## config.mk

```make
export PLATFORM = sky130hd
export DESIGN_NAME = iff_chunk_header_parser_top
export DESIGN_NICKNAME = d
export VERILOG_FILES = /design/src/rtl/iff_chp_pkg.sv /design/src/rtl/iff_chp_cfg.sv /design/src/rtl/iff_chp_parse.sv /design/src/rtl/iff_chp_outq.sv /design/src/rtl/iff_chunk_header_parser_top.sv
export VERILOG_INCLUDE_DIRS = /design/src /design/src/rtl
export SDC_FILE = /design/constraint.sdc
export NUM_CORES = 1
export LEC_CHECK = 0
export BUFFER_PORTS_ARGS = -buffer_cell sky130_fd_sc_hd__buf_4
export CORE_MARGIN = 2
export CORE_UTILIZATION = 45
export DETAILED_ROUTE_END_ITERATION = 16
export PLACE_DENSITY = 0.7
export SLEW_MARGIN = 10
export SYNTH_ARGS = -nofsm -noshare
export SYNTH_HDL_FRONTEND = slang
export SYNTH_SLANG_ARGS = --single-unit
```

## constraint.sdc

```tcl
create_clock -name i_clk -period 38.4 [get_ports i_clk]
set_input_delay 0 -clock i_clk [delete_from_list [all_inputs] [get_ports i_clk]]
set_output_delay 0 -clock i_clk [all_outputs]
set_load 0.02 [all_outputs]
```

## src/rtl/iff_chunk_header_parser_top_defines.svh

```systemverilog
// Assertion helpers for the chunk header parser.
// Both forms sample on the block clock and are disabled while reset is low.
`ifndef IFF_CHUNK_HEADER_PARSER_TOP_DEFINES_SVH
`define IFF_CHUNK_HEADER_PARSER_TOP_DEFINES_SVH

// The consequent must hold in the same cycle as the antecedent.
`define IFF_CHP_ASSERT_SAME(label, ante, cons, msg) \
    label: assert property (@(posedge i_clk) disable iff (!i_rst_n) \
        (ante) |-> (cons)) else $error(msg);

// The consequent must hold in the cycle after the antecedent.
`define IFF_CHP_ASSERT_NEXT(label, ante, cons, msg) \
    label: assert property (@(posedge i_clk) disable iff (!i_rst_n) \
        (ante) |=> (cons)) else $error(msg);

`endif

```

## src/rtl/iff_chp_pkg.sv

```systemverilog
`default_nettype none

package iff_chp_pkg;

    // Chunk header layout.
    localparam int HEADER_BYTES = 8;
    localparam int NAME_BYTES   = 4;
    localparam int PAD_MODULUS  = 2;

    // Field widths.
    localparam int BYTE_W     = 8;
    localparam int NAME_W     = 32;
    localparam int LEN_W      = 32;
    localparam int POS_W      = 33;
    localparam int HDR_CNT_W  = 3;
    localparam int CFG_IDX_W  = 2;
    localparam int CFG_DATA_W = 32;

    // Configuration register indexes.
    typedef enum logic [CFG_IDX_W-1:0] {
        CFG_BYTE_ORDER    = 2'd0,
        CFG_PAD_TO_EVEN   = 2'd1,
        CFG_BASE_OFFSET   = 2'd2,
        CFG_REGION_LENGTH = 2'd3
    } t_cfg_idx;

    // Current configuration as seen by the parser.
    typedef struct packed {
        logic              byte_order;
        logic              pad_to_even;
        logic [LEN_W-1:0]  base_offset;
        logic [LEN_W-1:0]  region_length;
    } t_cfg;

    // One parsed chunk descriptor.
    typedef struct packed {
        logic [NAME_W-1:0] chunk_name;
        logic [POS_W-1:0]  chunk_start;
        logic [LEN_W-1:0]  chunk_length;
    } t_result;

endpackage

`default_nettype wire

```

## src/rtl/iff_chp_cfg.sv

```systemverilog
`default_nettype none

module iff_chp_cfg
    import iff_chp_pkg::*;
(
    input  wire logic                  i_clk,
    input  wire logic                  i_rst_n,
    input  wire logic                  i_cfg_we,
    input  wire logic [CFG_IDX_W-1:0]  i_cfg_idx,
    input  wire logic [CFG_DATA_W-1:0] i_cfg_data,
    output t_cfg                       o_cfg
);

    t_cfg r_cfg;

    // Register file; RIFF little-endian with padding after reset.
    always_ff @(posedge i_clk) begin
        if (!i_rst_n) begin
            r_cfg.byte_order    <= 1'b0;
            r_cfg.pad_to_even   <= 1'b1;
            r_cfg.base_offset   <= '0;
            r_cfg.region_length <= '0;
        end else if (i_cfg_we) begin
            unique case (t_cfg_idx'(i_cfg_idx))
                CFG_BYTE_ORDER:    r_cfg.byte_order    <= i_cfg_data[0];
                CFG_PAD_TO_EVEN:   r_cfg.pad_to_even   <= i_cfg_data[0];
                CFG_BASE_OFFSET:   r_cfg.base_offset   <= i_cfg_data[LEN_W-1:0];
                CFG_REGION_LENGTH: r_cfg.region_length <= i_cfg_data[LEN_W-1:0];
                default: ;
            endcase
        end
    end

    assign o_cfg = r_cfg;

endmodule

`default_nettype wire

```

## src/rtl/iff_chp_parse.sv

```systemverilog
`default_nettype none

module iff_chp_parse
    import iff_chp_pkg::*;
(
    input  wire logic              i_clk,
    input  wire logic              i_rst_n,
    input  t_cfg                   i_cfg,
    input  wire logic              i_in_valid,
    output logic                   o_in_stall,
    input  wire logic [BYTE_W-1:0] i_data_byte,
    input  wire logic              i_start_region,
    input  wire logic              i_room,
    output logic                   o_push,
    output t_result                o_result
);

    typedef enum logic [1:0] {
        PH_HEADER = 2'd0,
        PH_SKIP   = 2'd1,
        PH_DONE   = 2'd2
    } t_phase;

    // Input word register.
    logic              r_in_valid;
    logic [BYTE_W-1:0] r_byte;
    logic              r_start;

    // Parser state.
    t_phase               r_phase, n_phase, e_phase;
    logic [HDR_CNT_W-1:0] r_cnt, n_cnt, e_cnt;
    logic [NAME_W-1:0]    r_name, n_name;
    logic [LEN_W-1:0]     r_len, n_len;
    logic [LEN_W-1:0]     r_left, n_left, e_left;
    logic [LEN_W-1:0]     r_skip, n_skip, e_skip;
    logic [POS_W-1:0]     r_pos, n_pos, e_pos;

    logic              in_accept;
    logic              advance;
    logic              produce;
    logic [LEN_W-1:0]  len_next;
    logic [LEN_W-1:0]  rem;
    logic              pad;
    logic [LEN_W:0]    padded;
    logic [LEN_W+1:0]  diff;
    logic              padded_lt;
    logic [LEN_W-1:0]  clipped;

    // The held word is processed whenever the result queue has room.
    assign advance    = r_in_valid && i_room;
    assign o_in_stall = r_in_valid && !i_room;
    assign in_accept  = i_in_valid && !o_in_stall;

    always_comb begin
        // A region start restarts parsing before the word itself is handled.
        e_phase = r_phase;
        e_cnt   = r_cnt;
        e_left  = r_left;
        e_skip  = r_skip;
        e_pos   = r_pos;
        if (r_start) begin
            e_phase = PH_HEADER;
            e_cnt   = '0;
            e_left  = i_cfg.region_length;
            e_skip  = '0;
            e_pos   = {1'b0, i_cfg.base_offset};
        end

        // Length assembly and clipping against the bytes left after the header.
        len_next  = i_cfg.byte_order ? {r_len[LEN_W-BYTE_W-1:0], r_byte}
                                     : {r_byte, r_len[LEN_W-1:BYTE_W]};
        rem       = e_left - LEN_W'(HEADER_BYTES);
        pad       = i_cfg.pad_to_even && ((len_next % LEN_W'(PAD_MODULUS)) != '0);
        padded    = {1'b0, len_next} + (LEN_W+1)'(pad);
        diff      = {2'b00, rem} - {1'b0, padded};
        padded_lt = !diff[LEN_W+1] && (diff != '0);
        clipped   = (len_next < rem) ? len_next : rem;

        n_phase = e_phase;
        n_cnt   = e_cnt;
        n_name  = r_name;
        n_len   = r_len;
        n_left  = e_left;
        n_skip  = e_skip;
        n_pos   = e_pos + POS_W'(1);
        produce = 1'b0;

        unique case (e_phase)
            PH_HEADER: begin
                if (e_cnt == '0 && e_left <= LEN_W'(HEADER_BYTES)) begin
                    n_phase = PH_DONE;
                end else begin
                    if (e_cnt < HDR_CNT_W'(NAME_BYTES)) begin
                        n_name = {r_name[NAME_W-BYTE_W-1:0], r_byte};
                    end else begin
                        n_len = len_next;
                    end
                    n_cnt = e_cnt + HDR_CNT_W'(1);
                    // Eighth header byte: emit the descriptor and set up the skip.
                    if (e_cnt == HDR_CNT_W'(HEADER_BYTES - 1)) begin
                        produce = 1'b1;
                        n_cnt   = '0;
                        n_left  = padded_lt ? diff[LEN_W-1:0] : '0;
                        if (padded != '0) begin
                            n_skip  = padded_lt ? padded[LEN_W-1:0] : rem;
                            n_phase = PH_SKIP;
                        end else begin
                            n_phase = (rem > LEN_W'(HEADER_BYTES)) ? PH_HEADER : PH_DONE;
                        end
                    end
                end
            end
            PH_SKIP: begin
                if (e_skip != '0) begin
                    n_skip = e_skip - LEN_W'(1);
                end
                if (e_skip <= LEN_W'(1)) begin
                    n_cnt   = '0;
                    n_phase = (e_left > LEN_W'(HEADER_BYTES)) ? PH_HEADER : PH_DONE;
                end
            end
            default: ;
        endcase
    end

    // Input register and parser state.
    always_ff @(posedge i_clk) begin
        if (!i_rst_n) begin
            r_in_valid <= 1'b0;
            r_phase    <= PH_HEADER;
            r_cnt      <= '0;
            r_name     <= '0;
            r_len      <= '0;
            r_left     <= '0;
            r_skip     <= '0;
            r_pos      <= '0;
        end else begin
            r_in_valid <= in_accept || (r_in_valid && !advance);
            if (advance) begin
                r_phase <= n_phase;
                r_cnt   <= n_cnt;
                r_name  <= n_name;
                r_len   <= n_len;
                r_left  <= n_left;
                r_skip  <= n_skip;
                r_pos   <= n_pos;
            end
        end
    end

    always_ff @(posedge i_clk) begin
        if (in_accept) begin
            r_byte  <= i_data_byte;
            r_start <= i_start_region;
        end
    end

    assign o_push                = advance && produce;
    assign o_result.chunk_name   = r_name;
    assign o_result.chunk_start  = n_pos;
    assign o_result.chunk_length = clipped;

endmodule

`default_nettype wire

```

## src/rtl/iff_chp_outq.sv

```systemverilog
`default_nettype none

module iff_chp_outq
    import iff_chp_pkg::*;
(
    input  wire logic i_clk,
    input  wire logic i_rst_n,
    input  wire logic i_push,
    input  t_result   i_result,
    output logic      o_room,
    output logic      o_out_valid,
    input  wire logic i_out_stall,
    output t_result   o_result
);

    t_result     r_q [2];
    logic [1:0]  r_count;
    logic        pop;

    assign pop         = (r_count != 2'd0) && !i_out_stall;
    assign o_room      = (r_count != 2'd2);
    assign o_out_valid = (r_count != 2'd0);
    assign o_result    = r_q[0];

    // Occupancy count.
    always_ff @(posedge i_clk) begin
        if (!i_rst_n) begin
            r_count <= 2'd0;
        end else begin
            r_count <= r_count + 2'(i_push) - 2'(pop);
        end
    end

    // Two-entry queue; entry zero is always the head word.
    always_ff @(posedge i_clk) begin
        if (pop) begin
            r_q[0] <= (r_count == 2'd2) ? r_q[1] : i_result;
            if (i_push && r_count == 2'd2) begin
                r_q[1] <= i_result;
            end
        end else if (i_push) begin
            if (r_count == 2'd0) begin
                r_q[0] <= i_result;
            end else begin
                r_q[1] <= i_result;
            end
        end
    end

endmodule

`default_nettype wire

```

## src/rtl/iff_chunk_header_parser_top.sv

```systemverilog
`default_nettype none

// RIFF/IFF chunk header parser. Region bytes come in one word per cycle on the input
// channel while it is not stalled; an accepted byte is held in the input register
// until the parser processes it. When the eighth byte of a chunk header is processed,
// a descriptor (name, absolute payload start, length clipped to the region) enters a
// two-entry output queue and is offered on the next cycle; the byte that completes
// the header thus passes the input register and then the queue before the result
// can be taken. The input stalls only while that queue is full and a byte waits in
// the input register. Configure byte order, padding, base offset and region length
// while the block is idle; base offset and region length are sampled when a word
// with start_region set is processed.

`include "iff_chunk_header_parser_top_defines.svh"

module iff_chunk_header_parser_top
    import iff_chp_pkg::*;
(
    input  wire logic                  i_clk,
    input  wire logic                  i_rst_n,
    input  wire logic                  i_cfg_we,
    input  wire logic [CFG_IDX_W-1:0]  i_cfg_idx,
    input  wire logic [CFG_DATA_W-1:0] i_cfg_data,
    input  wire logic                  i_in_valid,
    output logic                       o_in_stall,
    input  wire logic [BYTE_W-1:0]     i_data_byte,
    input  wire logic                  i_start_region,
    output logic                       o_out_valid,
    input  wire logic                  i_out_stall,
    output logic [NAME_W-1:0]          o_chunk_name,
    output logic [POS_W-1:0]           o_chunk_start,
    output logic [LEN_W-1:0]           o_chunk_length
);

    t_cfg    cfg;
    t_result push_result;
    t_result head_result;
    logic    push;
    logic    room;

    iff_chp_cfg u_cfg (
        .i_clk      (i_clk),
        .i_rst_n    (i_rst_n),
        .i_cfg_we   (i_cfg_we),
        .i_cfg_idx  (i_cfg_idx),
        .i_cfg_data (i_cfg_data),
        .o_cfg      (cfg)
    );

    iff_chp_parse u_parse (
        .i_clk          (i_clk),
        .i_rst_n        (i_rst_n),
        .i_cfg          (cfg),
        .i_in_valid     (i_in_valid),
        .o_in_stall     (o_in_stall),
        .i_data_byte    (i_data_byte),
        .i_start_region (i_start_region),
        .i_room         (room),
        .o_push         (push),
        .o_result       (push_result)
    );

    iff_chp_outq u_outq (
        .i_clk       (i_clk),
        .i_rst_n     (i_rst_n),
        .i_push      (push),
        .i_result    (push_result),
        .o_room      (room),
        .o_out_valid (o_out_valid),
        .i_out_stall (i_out_stall),
        .o_result    (head_result)
    );

    assign o_chunk_name   = head_result.chunk_name;
    assign o_chunk_start  = head_result.chunk_start;
    assign o_chunk_length = head_result.chunk_length;

    // The input side only stalls when both queue entries hold results.
    `IFF_CHP_ASSERT_SAME(a_stall_needs_result, o_in_stall, o_out_valid, "stall with empty queue")

    // The queue can only be full after the output side held off a word.
    `IFF_CHP_ASSERT_SAME(a_stall_after_out_stall, o_in_stall, $past(i_out_stall), "no out stall")

    // A waiting result that is not taken stays offered.
    `IFF_CHP_ASSERT_NEXT(a_result_held, o_out_valid && i_out_stall, o_out_valid, "result dropped")

endmodule

`default_nettype wire
```

== After elaboration in Yosys (flattened, before gate mapping) ==
Memories as Yosys holds them, arrays and structs flattened.
Cells that the tools add are included.
Operators by class
  order comparisons: 6
  multiplexer cells: 50
  reduce and logical (&&, ||, !) cells: 31
  eq/ne operators: 7
  $add $sub $neg: 8
  bitwise logic cells: 4
Operators with widths (count)
  two-way mux 32 bit: 13
  two-way mux 97 bit: 4
  OR reduction 97 bit: 1
  > comparator 32 x 4 -> 1 bit (second input constant): 2
  case mux 32 bit (2 select lines): 1
  nonzero test 34 bit: 1
  subtractor 32 x 33 -> 34 bit: 1
  adder 32 x 1 -> 33 bit: 1
  adder 33 x 1 -> 33 bit (second input constant): 1
  two-way mux 33 bit: 1
  nonzero test 33 bit: 1
  <= comparator 32 x 1 -> 1 bit (second input constant): 1
  <= comparator 32 x 4 -> 1 bit (second input constant): 1
  less-than comparator 32 bit: 1
  nonzero test 32 bit: 1
  subtractor 32 x 1 -> 32 bit (second input constant): 1
  subtractor 32 x 4 -> 32 bit (second input constant): 1
  two-way mux 1 bit: 18
  two-way mux 2 bit: 7
  two-way mux 3 bit: 4
  logical AND 1 bit: 10
  AND reduction 2 bit: 4
  AND reduction 4 bit: 2
  equality test 2 bit (second input constant): 3
  other kinds (16): 25
Storage, ports and cells
  register bits: 244
  bits of input ports: 48
  memories kept: 1
  RAM bits: 194
Memories
  u_outq.r_q: words 2, bits a word 97, read ports 2, clocked after Yosys merged registers in 0, wr ports 1, RTL line iff_chp_outq.sv:16  | t_result r_q [2];

== Logic depth before layout (Yosys ltp) ==
  depth in word-level cells: 13
  depth in mapped cells: 36
  gate-level depth less buffers: 24

== Cells and area by module ==
From an unflattened synthesis, not the netlist that was laid out.
Second synthesis, totals
  cell total of the unflattened synthesis: 2703
  area total of the unflattened synthesis: 25841.0 µm²
By module, submodules not included
  iff_chp_parse: times used 1, area an instance 15337.2 µm², cells each 2035, sequential area each 3613.5 µm²
  iff_chp_outq: times used 1, area an instance 7977.7 µm², cells each 415, sequential area each 5865.6 µm²
  iff_chp_cfg: times used 1, area an instance 2526.2 µm², cells each 253, sequential area each 1321.3 µm²

== Worst setup path after synthesis ==
Ideal clock, no wire load.
  kind: register -> register
  from: reg u_parse.r_start
  to: mem u_outq.r_q[0][100] (netlist bit) (enable)
  arrival: 11475 ps
  path slack: 26234 ps
  buffers on the path: 11
  cell stages (with the launch flop): 22
  path through: edfxtp_1 > buf_2 > buf_2 > buf_2 > buf_2 > buf_2 > buf_1 > buf_2 > buf_2 > clkbuf_1 > buf_1 > mux2i_1 > ha_1 > o211ai_1 > nor4_1 > o2111ai_1 > nand2b_1 > nand2_1 > nor2_1 > clkbuf_1 > nand2_1 > nor3b_1
On the way
  cells in the longest elaborated chain, start to end: 13
  elaborated cells on any way between the ends: 27
  classes of those cells: order compare (1); eq/ne (1); mux (17); bitwise (2); reduce/logical (6)
RTL lines
  start, declared: RTL line iff_chp_parse.sv:27  | logic r_start;
  start signal, assigned: RTL line iff_chp_parse.sv:154  | r_start <= i_start_region;
  two-way mux 32 bit / two-way mux 3 bit (equally long branches): RTL line iff_chp_parse.sv:61  | if (r_start) begin
  <= comparator 32 x 4 -> 1 bit (tied with other cells): RTL line iff_chp_parse.sv:90  | if (e_cnt == '0 && e_left <= LEN_W'(HEADER_BYTES)) begin
  logical AND 1 bit / two-way mux 1 bit (equally long branches): RTL line iff_chp_parse.sv:90, iff_chp_parse.sv:100
  two-way mux 1 bit: RTL line iff_chp_parse.sv:90
  two-way mux 1 bit (*): RTL line iff_chp_parse.sv:88  | unique case (e_phase)
  logical AND 1 bit (*): RTL line iff_chp_parse.sv:158  | assign o_push = advance && produce;
  logical AND 1 bit: RTL line iff_chp_outq.sv:38  | if (i_push && r_count == 2'd2) begin
  two-way mux 1 bit: RTL line iff_chp_outq.sv:38
  two-way mux 1 bit: RTL line iff_chp_outq.sv:36  | if (pop) begin
  two-way mux 1 bit (not written as such): RTL line iff_chp_outq.sv:39  | r_q[1] <= i_result;
  bitwise OR 1 bit (no line)
  OR reduction 97 bit (no line)
  two-way mux 1 bit (no line)
  end, declared: RTL line iff_chp_outq.sv:16
Mark *: on every way between the ends. The rest lies on a longest branch, timed or not.

== Final worst setup path ==
  from: reg u_parse.r_start
  to: reg u_parse.r_left[23]
On the way
  cells in the longest elaborated chain, start to end: 9
  elaborated cells on any way between the ends: 17
  classes of those cells: add/sub (2); order compare (1); eq/ne (1); mux (7); reduce/logical (6)
RTL lines
  two-way mux 32 bit: RTL line iff_chp_parse.sv:61
  subtractor 32 x 4 -> 32 bit: RTL line iff_chp_parse.sv:72  | rem = e_left - LEN_W'(HEADER_BYTES);
  subtractor 32 x 33 -> 34 bit: RTL line iff_chp_parse.sv:75  | diff = {2'b00, rem} - {1'b0, padded};
  nonzero test 34 bit / logical NOT 1 bit (equally long branches): RTL line iff_chp_parse.sv:76  | padded_lt = !diff[LEN_W+1] && (diff != '0);
  logical AND 1 bit: RTL line iff_chp_parse.sv:76
  two-way mux 32 bit: RTL line iff_chp_parse.sv:103  | n_left = padded_lt ? diff[LEN_W-1:0] : '0;
  two-way mux 32 bit: RTL line iff_chp_parse.sv:100  | if (e_cnt == HDR_CNT_W'(HEADER_BYTES - 1)) begin
  two-way mux 32 bit: RTL line iff_chp_parse.sv:90
  two-way mux 32 bit (*): RTL line iff_chp_parse.sv:88
  end signal, assigned: RTL line iff_chp_parse.sv:144  | r_left <= n_left;
  end, declared: RTL line iff_chp_parse.sv:34  | logic [LEN_W-1:0] r_left, n_left, e_left;
Marks and branches as above.
A chain may end at the register's enable or synchronous reset.

==> impl_metrics.csv <==
group,metric,value,unit
timing,fin_worst_skew,0.0156,ns
synthesis,synth_top_area_frac,0.237,
synthesis,synth_edf_count,203,
die,start_util,0.456,
place,gp_congestion,0.998,
route,vias,22393,
hold_path,hp-class,"in2reg",
die,die_h,243,um
route,wire_per_inst,22.5,um
synthesis,syn_area,0.0257,mm^2
die,dieArea,0.0591,mm^2
place,place_ws,30.36,ns
worst_setup_path,critPathArrivalTime,8.78,ns
power_and_ir_drop,vdd_drop_max,0.0000323,V
synthesis,syn_nets,3040,
synthesis,synth_area_leaders,"edfxtp_1 (24%), dfxtp_1 (18%), nand2_1 (7.1%)",
worst_setup_path,r2r_start,"u_parse.r_start",
clock_network,cts_max_path_buffers,3,
clock_network,cts_buffers,48,
synthesis,synthArstFlopShare,0,
worst_setup_path,worstSetupStartpointType,"flip-flop",
synthesis,synth_most_common_cell,"nand2_1",
final_layout,drive_gt1_frac,0.117,
timing,worst_pin_slew,1.16,ns
global_routing,grt_usage,0.277,
route,drcViolationCount,0,
timing,period_needed,8.24,ns
die,core,0.0564,mm^2
timing,setup_ws,30.16,ns
power_and_ir_drop,p_leak,11.3,nW
power_and_ir_drop,p_per_area,49.1,mW/mm^2
worst_setup_path,crit_start,"u_parse.r_start",
worst_setup_path,cp-end-kind,"flip-flop",
clock_network,clkSinkCount,438,
timing,final.setup.tns,0,ns
outcome,outcome,"finished clean",
clock_network,cts_htree_levels,2,
route,ant_nets,0,
timing,rsz0062_at_grt,"false",
global_routing,grt_max_degree,110,
global_routing,gr-total-overflow,0,
timing,max_freq,121,MHz
route,firstDrtPassIters,6,
synthesis,yosysSeqAreaShare,0.420,
power_and_ir_drop,power,1.42,mW
synthesis,synth_flop_cell,"dfxtp_1",
route,drt_iter0_drc,2501,
hold_path,hold_start,"i_data_byte[5]",
place,port_buffers,146,
clock_network,clock-root-buffer,"clkbuf_16",
worst_setup_path,crit_path_max_fanout,58,
synthesis,syn_avg_cell_area,8.82,um^2
global_routing,antenna_found_initial,1,
synthesis,yosys.cell_types.count,90,
die,fp.dieW,243,um
global_routing,grt_pass1_wl,128000,um
die,rows,87,
timing,final-hold-violation-count,0,
global_routing,grt_pass1_vias,20889,
synthesis,yosysTopAreaCell,"edfxtp_1",
die,ios,147,
synthesis,synth_cells,2916,
synthesis,ys_warn_count,0,
worst_setup_path,cp.buffers_inverters,5,
clock_network,cts_tree,"done",
place,dp_hpwl,61500,um
timing,slew_violations,0,
clock_network,cts_setup_buffers,0,
final_layout,area_growth,12.4,%
final_layout,nets,3077,
worst_setup_path,path_delay_family,"simple AND/OR/NAND/NOR gates",
timing,setup_viol,0,
worst_setup_path,slowest_delay,0.66,ns
worst_setup_path,worstPathRequired,38.94,ns
clock_network,clk_latency,0.60,ns
worst_setup_path,crit_type,"reg2reg",
timing,slew_headroom,0.223,
worst_setup_path,cp_common_cell,"inv_1",
flow_run,maxCapViolCount,0,
synthesis,synth_common_cells,"nand2_1 (483), nor2_1 (269), dfxtp_1 (235), edfxtp_1 (203), a21oi_1 (190)",
route,drt-total-wl,84500,um
worst_setup_path,cpMaxStageDelayCell,"or4b_2",
timing,period_share,0.214,
clock_network,path_clk_slew,0.07,ns
synthesis,ys_seq_elements,438,
route,viasPerCell,5.97,
## where the power goes
group          switching [mW]  internal (mW)  total, mW
clock                   0.199          0.267      0.466
sequential             0.0176          0.529      0.547
combinational           0.268          0.139      0.406
## metal layers
layer	up-vias	wire length [um]	track usage
met4	0	2990	0.0985
met3	171	5970	0.0337
li1	10435	-	-
met5	-	0	0
met1	10849	38000	0.398
met2	938	37500	0.428
## repair_timing
action | in CTS | in global routing
endpoints found under the hold margin | 115 | 0
hold buffers | 53 | 0
gates resized for setup | 0 | 0
## state kept, by name, summed over array words and instances (netlist names), 3 cells and up
signal / count
u_parse.r_len: 32
u_parse.r_byte: 8
u_parse.r_skip: 32
u_parse.r_pos: 33
u_outq.r_q: 194
u_parse.r_name: 32
u_parse.r_left: 32
u_parse.r_cnt: 3
u_cfg.o_cfg: 66
## per-stage QoR
stage | hold slack (ns) | area (um^2) | cells | util
3_5_place_dp | 0.180 | 26800 | 3606 | 0.475
3_3_place_gp | 0.182 | 26800 | 3606 | 0.475
6_report | 0.126 | 28900 | 3750 | 0.513
2_1_floorplan | 0.0989 | 25700 | 2916 | -
4_1_cts | 0.0958 | 28900 | 3749 | 0.512
5_1_grt | 0.121 | 28900 | 3750 | 0.513
## path summary, 6_finish.rpt
| kind | endpoint | slack [ns] | cells past startpoint |
|---|---|---|---|
| setup / recovery | u_parse.r_left[23] | 30.16 | 25 |
| hold / removal | u_parse.r_byte[5] | 0.13 | 2 |
| setup reg to reg | u_parse.r_left[23] | 30.16 | 25 |
| hold reg to reg | u_parse.r_pos[26] | 0.45 | 2 |
## worst register-to-register path, cell delays in order (launching register included)
cell and delay (ns):
edfxtp_1 0.37, buf_4 0.58, mux2_2 0.55, inv_1 0.13
ha_1 0.19, inv_1 0.07, a221o_1 0.30, or2_2 0.33
nor2_1 0.40, nand4_1 0.18, xnor2_1 0.51, inv_1 0.14
ha_1 0.56, nand2_1 0.12, o21ai_0 0.40, a221o_1 0.29
mux2_2 0.34, a31oi_1 0.13, o311ai_0 0.32, o21ai_0 0.27
nor4_4 0.11, nor2_4 0.32, buf_4 0.60, or4b_2 0.67
o211ai_1 0.12, o211a_1 0.17
## logic make-up (layout without fill, tap and decap cells)
| group | count (synthesis) | count (layout) | synth area share |
|---|---|---|---|
| adders and majority gates | 76 | 76 | 0.0373 |
| other | 0 | 1 | 0 |
| xor gates and xnor gates | 119 | 119 | 0.0405 |
| AOI/OAI and AO/OA | 623 | 623 | 0.158 |
| DFF | 438 | 438 | 0.420 |
| and+or+nand+nor | 1100 | 1100 | 0.193 |
| muxes | 210 | 210 | 0.0840 |
| buffers and inverters | 350 | 427 | 0.0675 |
## cell type report
cell class,count,area [um^2]
Antenna cell,1,2.50
Clock inverter,20,233
Clock buffer,70,1350
Fill cell,5243,27500
Tap cell,756,946
Timing Repair Buffer,244,1960
Inverter,93,354
Multi-Input combinational cell,2128,13300
Sequential cell,438,10800
## placed cells by master (no fill, tap or decap), types with 17 or more instances in the layout
cell	Yosys	routed
a211oi_1	48	48
a21o_1	30	30
a21oi_1	190	189
a31oi_1	29	28
and3_1	17	17
buf_4	98	191
clkbuf_1	118	17
clkbuf_16	0	49
dfxtp_1	235	234
dlygate4sd3_1	0	53
edfxtp_1	203	203
ha_1	75	75
inv_1	90	90
mux2_2	45	45
mux2i_1	164	164
nand2_1	483	482
nand3_1	68	67
nand4_1	38	38
nor2_1	269	267
nor2b_1	20	19
nor3_1	75	74
nor4_1	18	18
o211ai_1	23	23
o21ai_0	122	121
xnor2_1	73	73
xor2_1	46	46
Power figures use the tool's default switching activity.
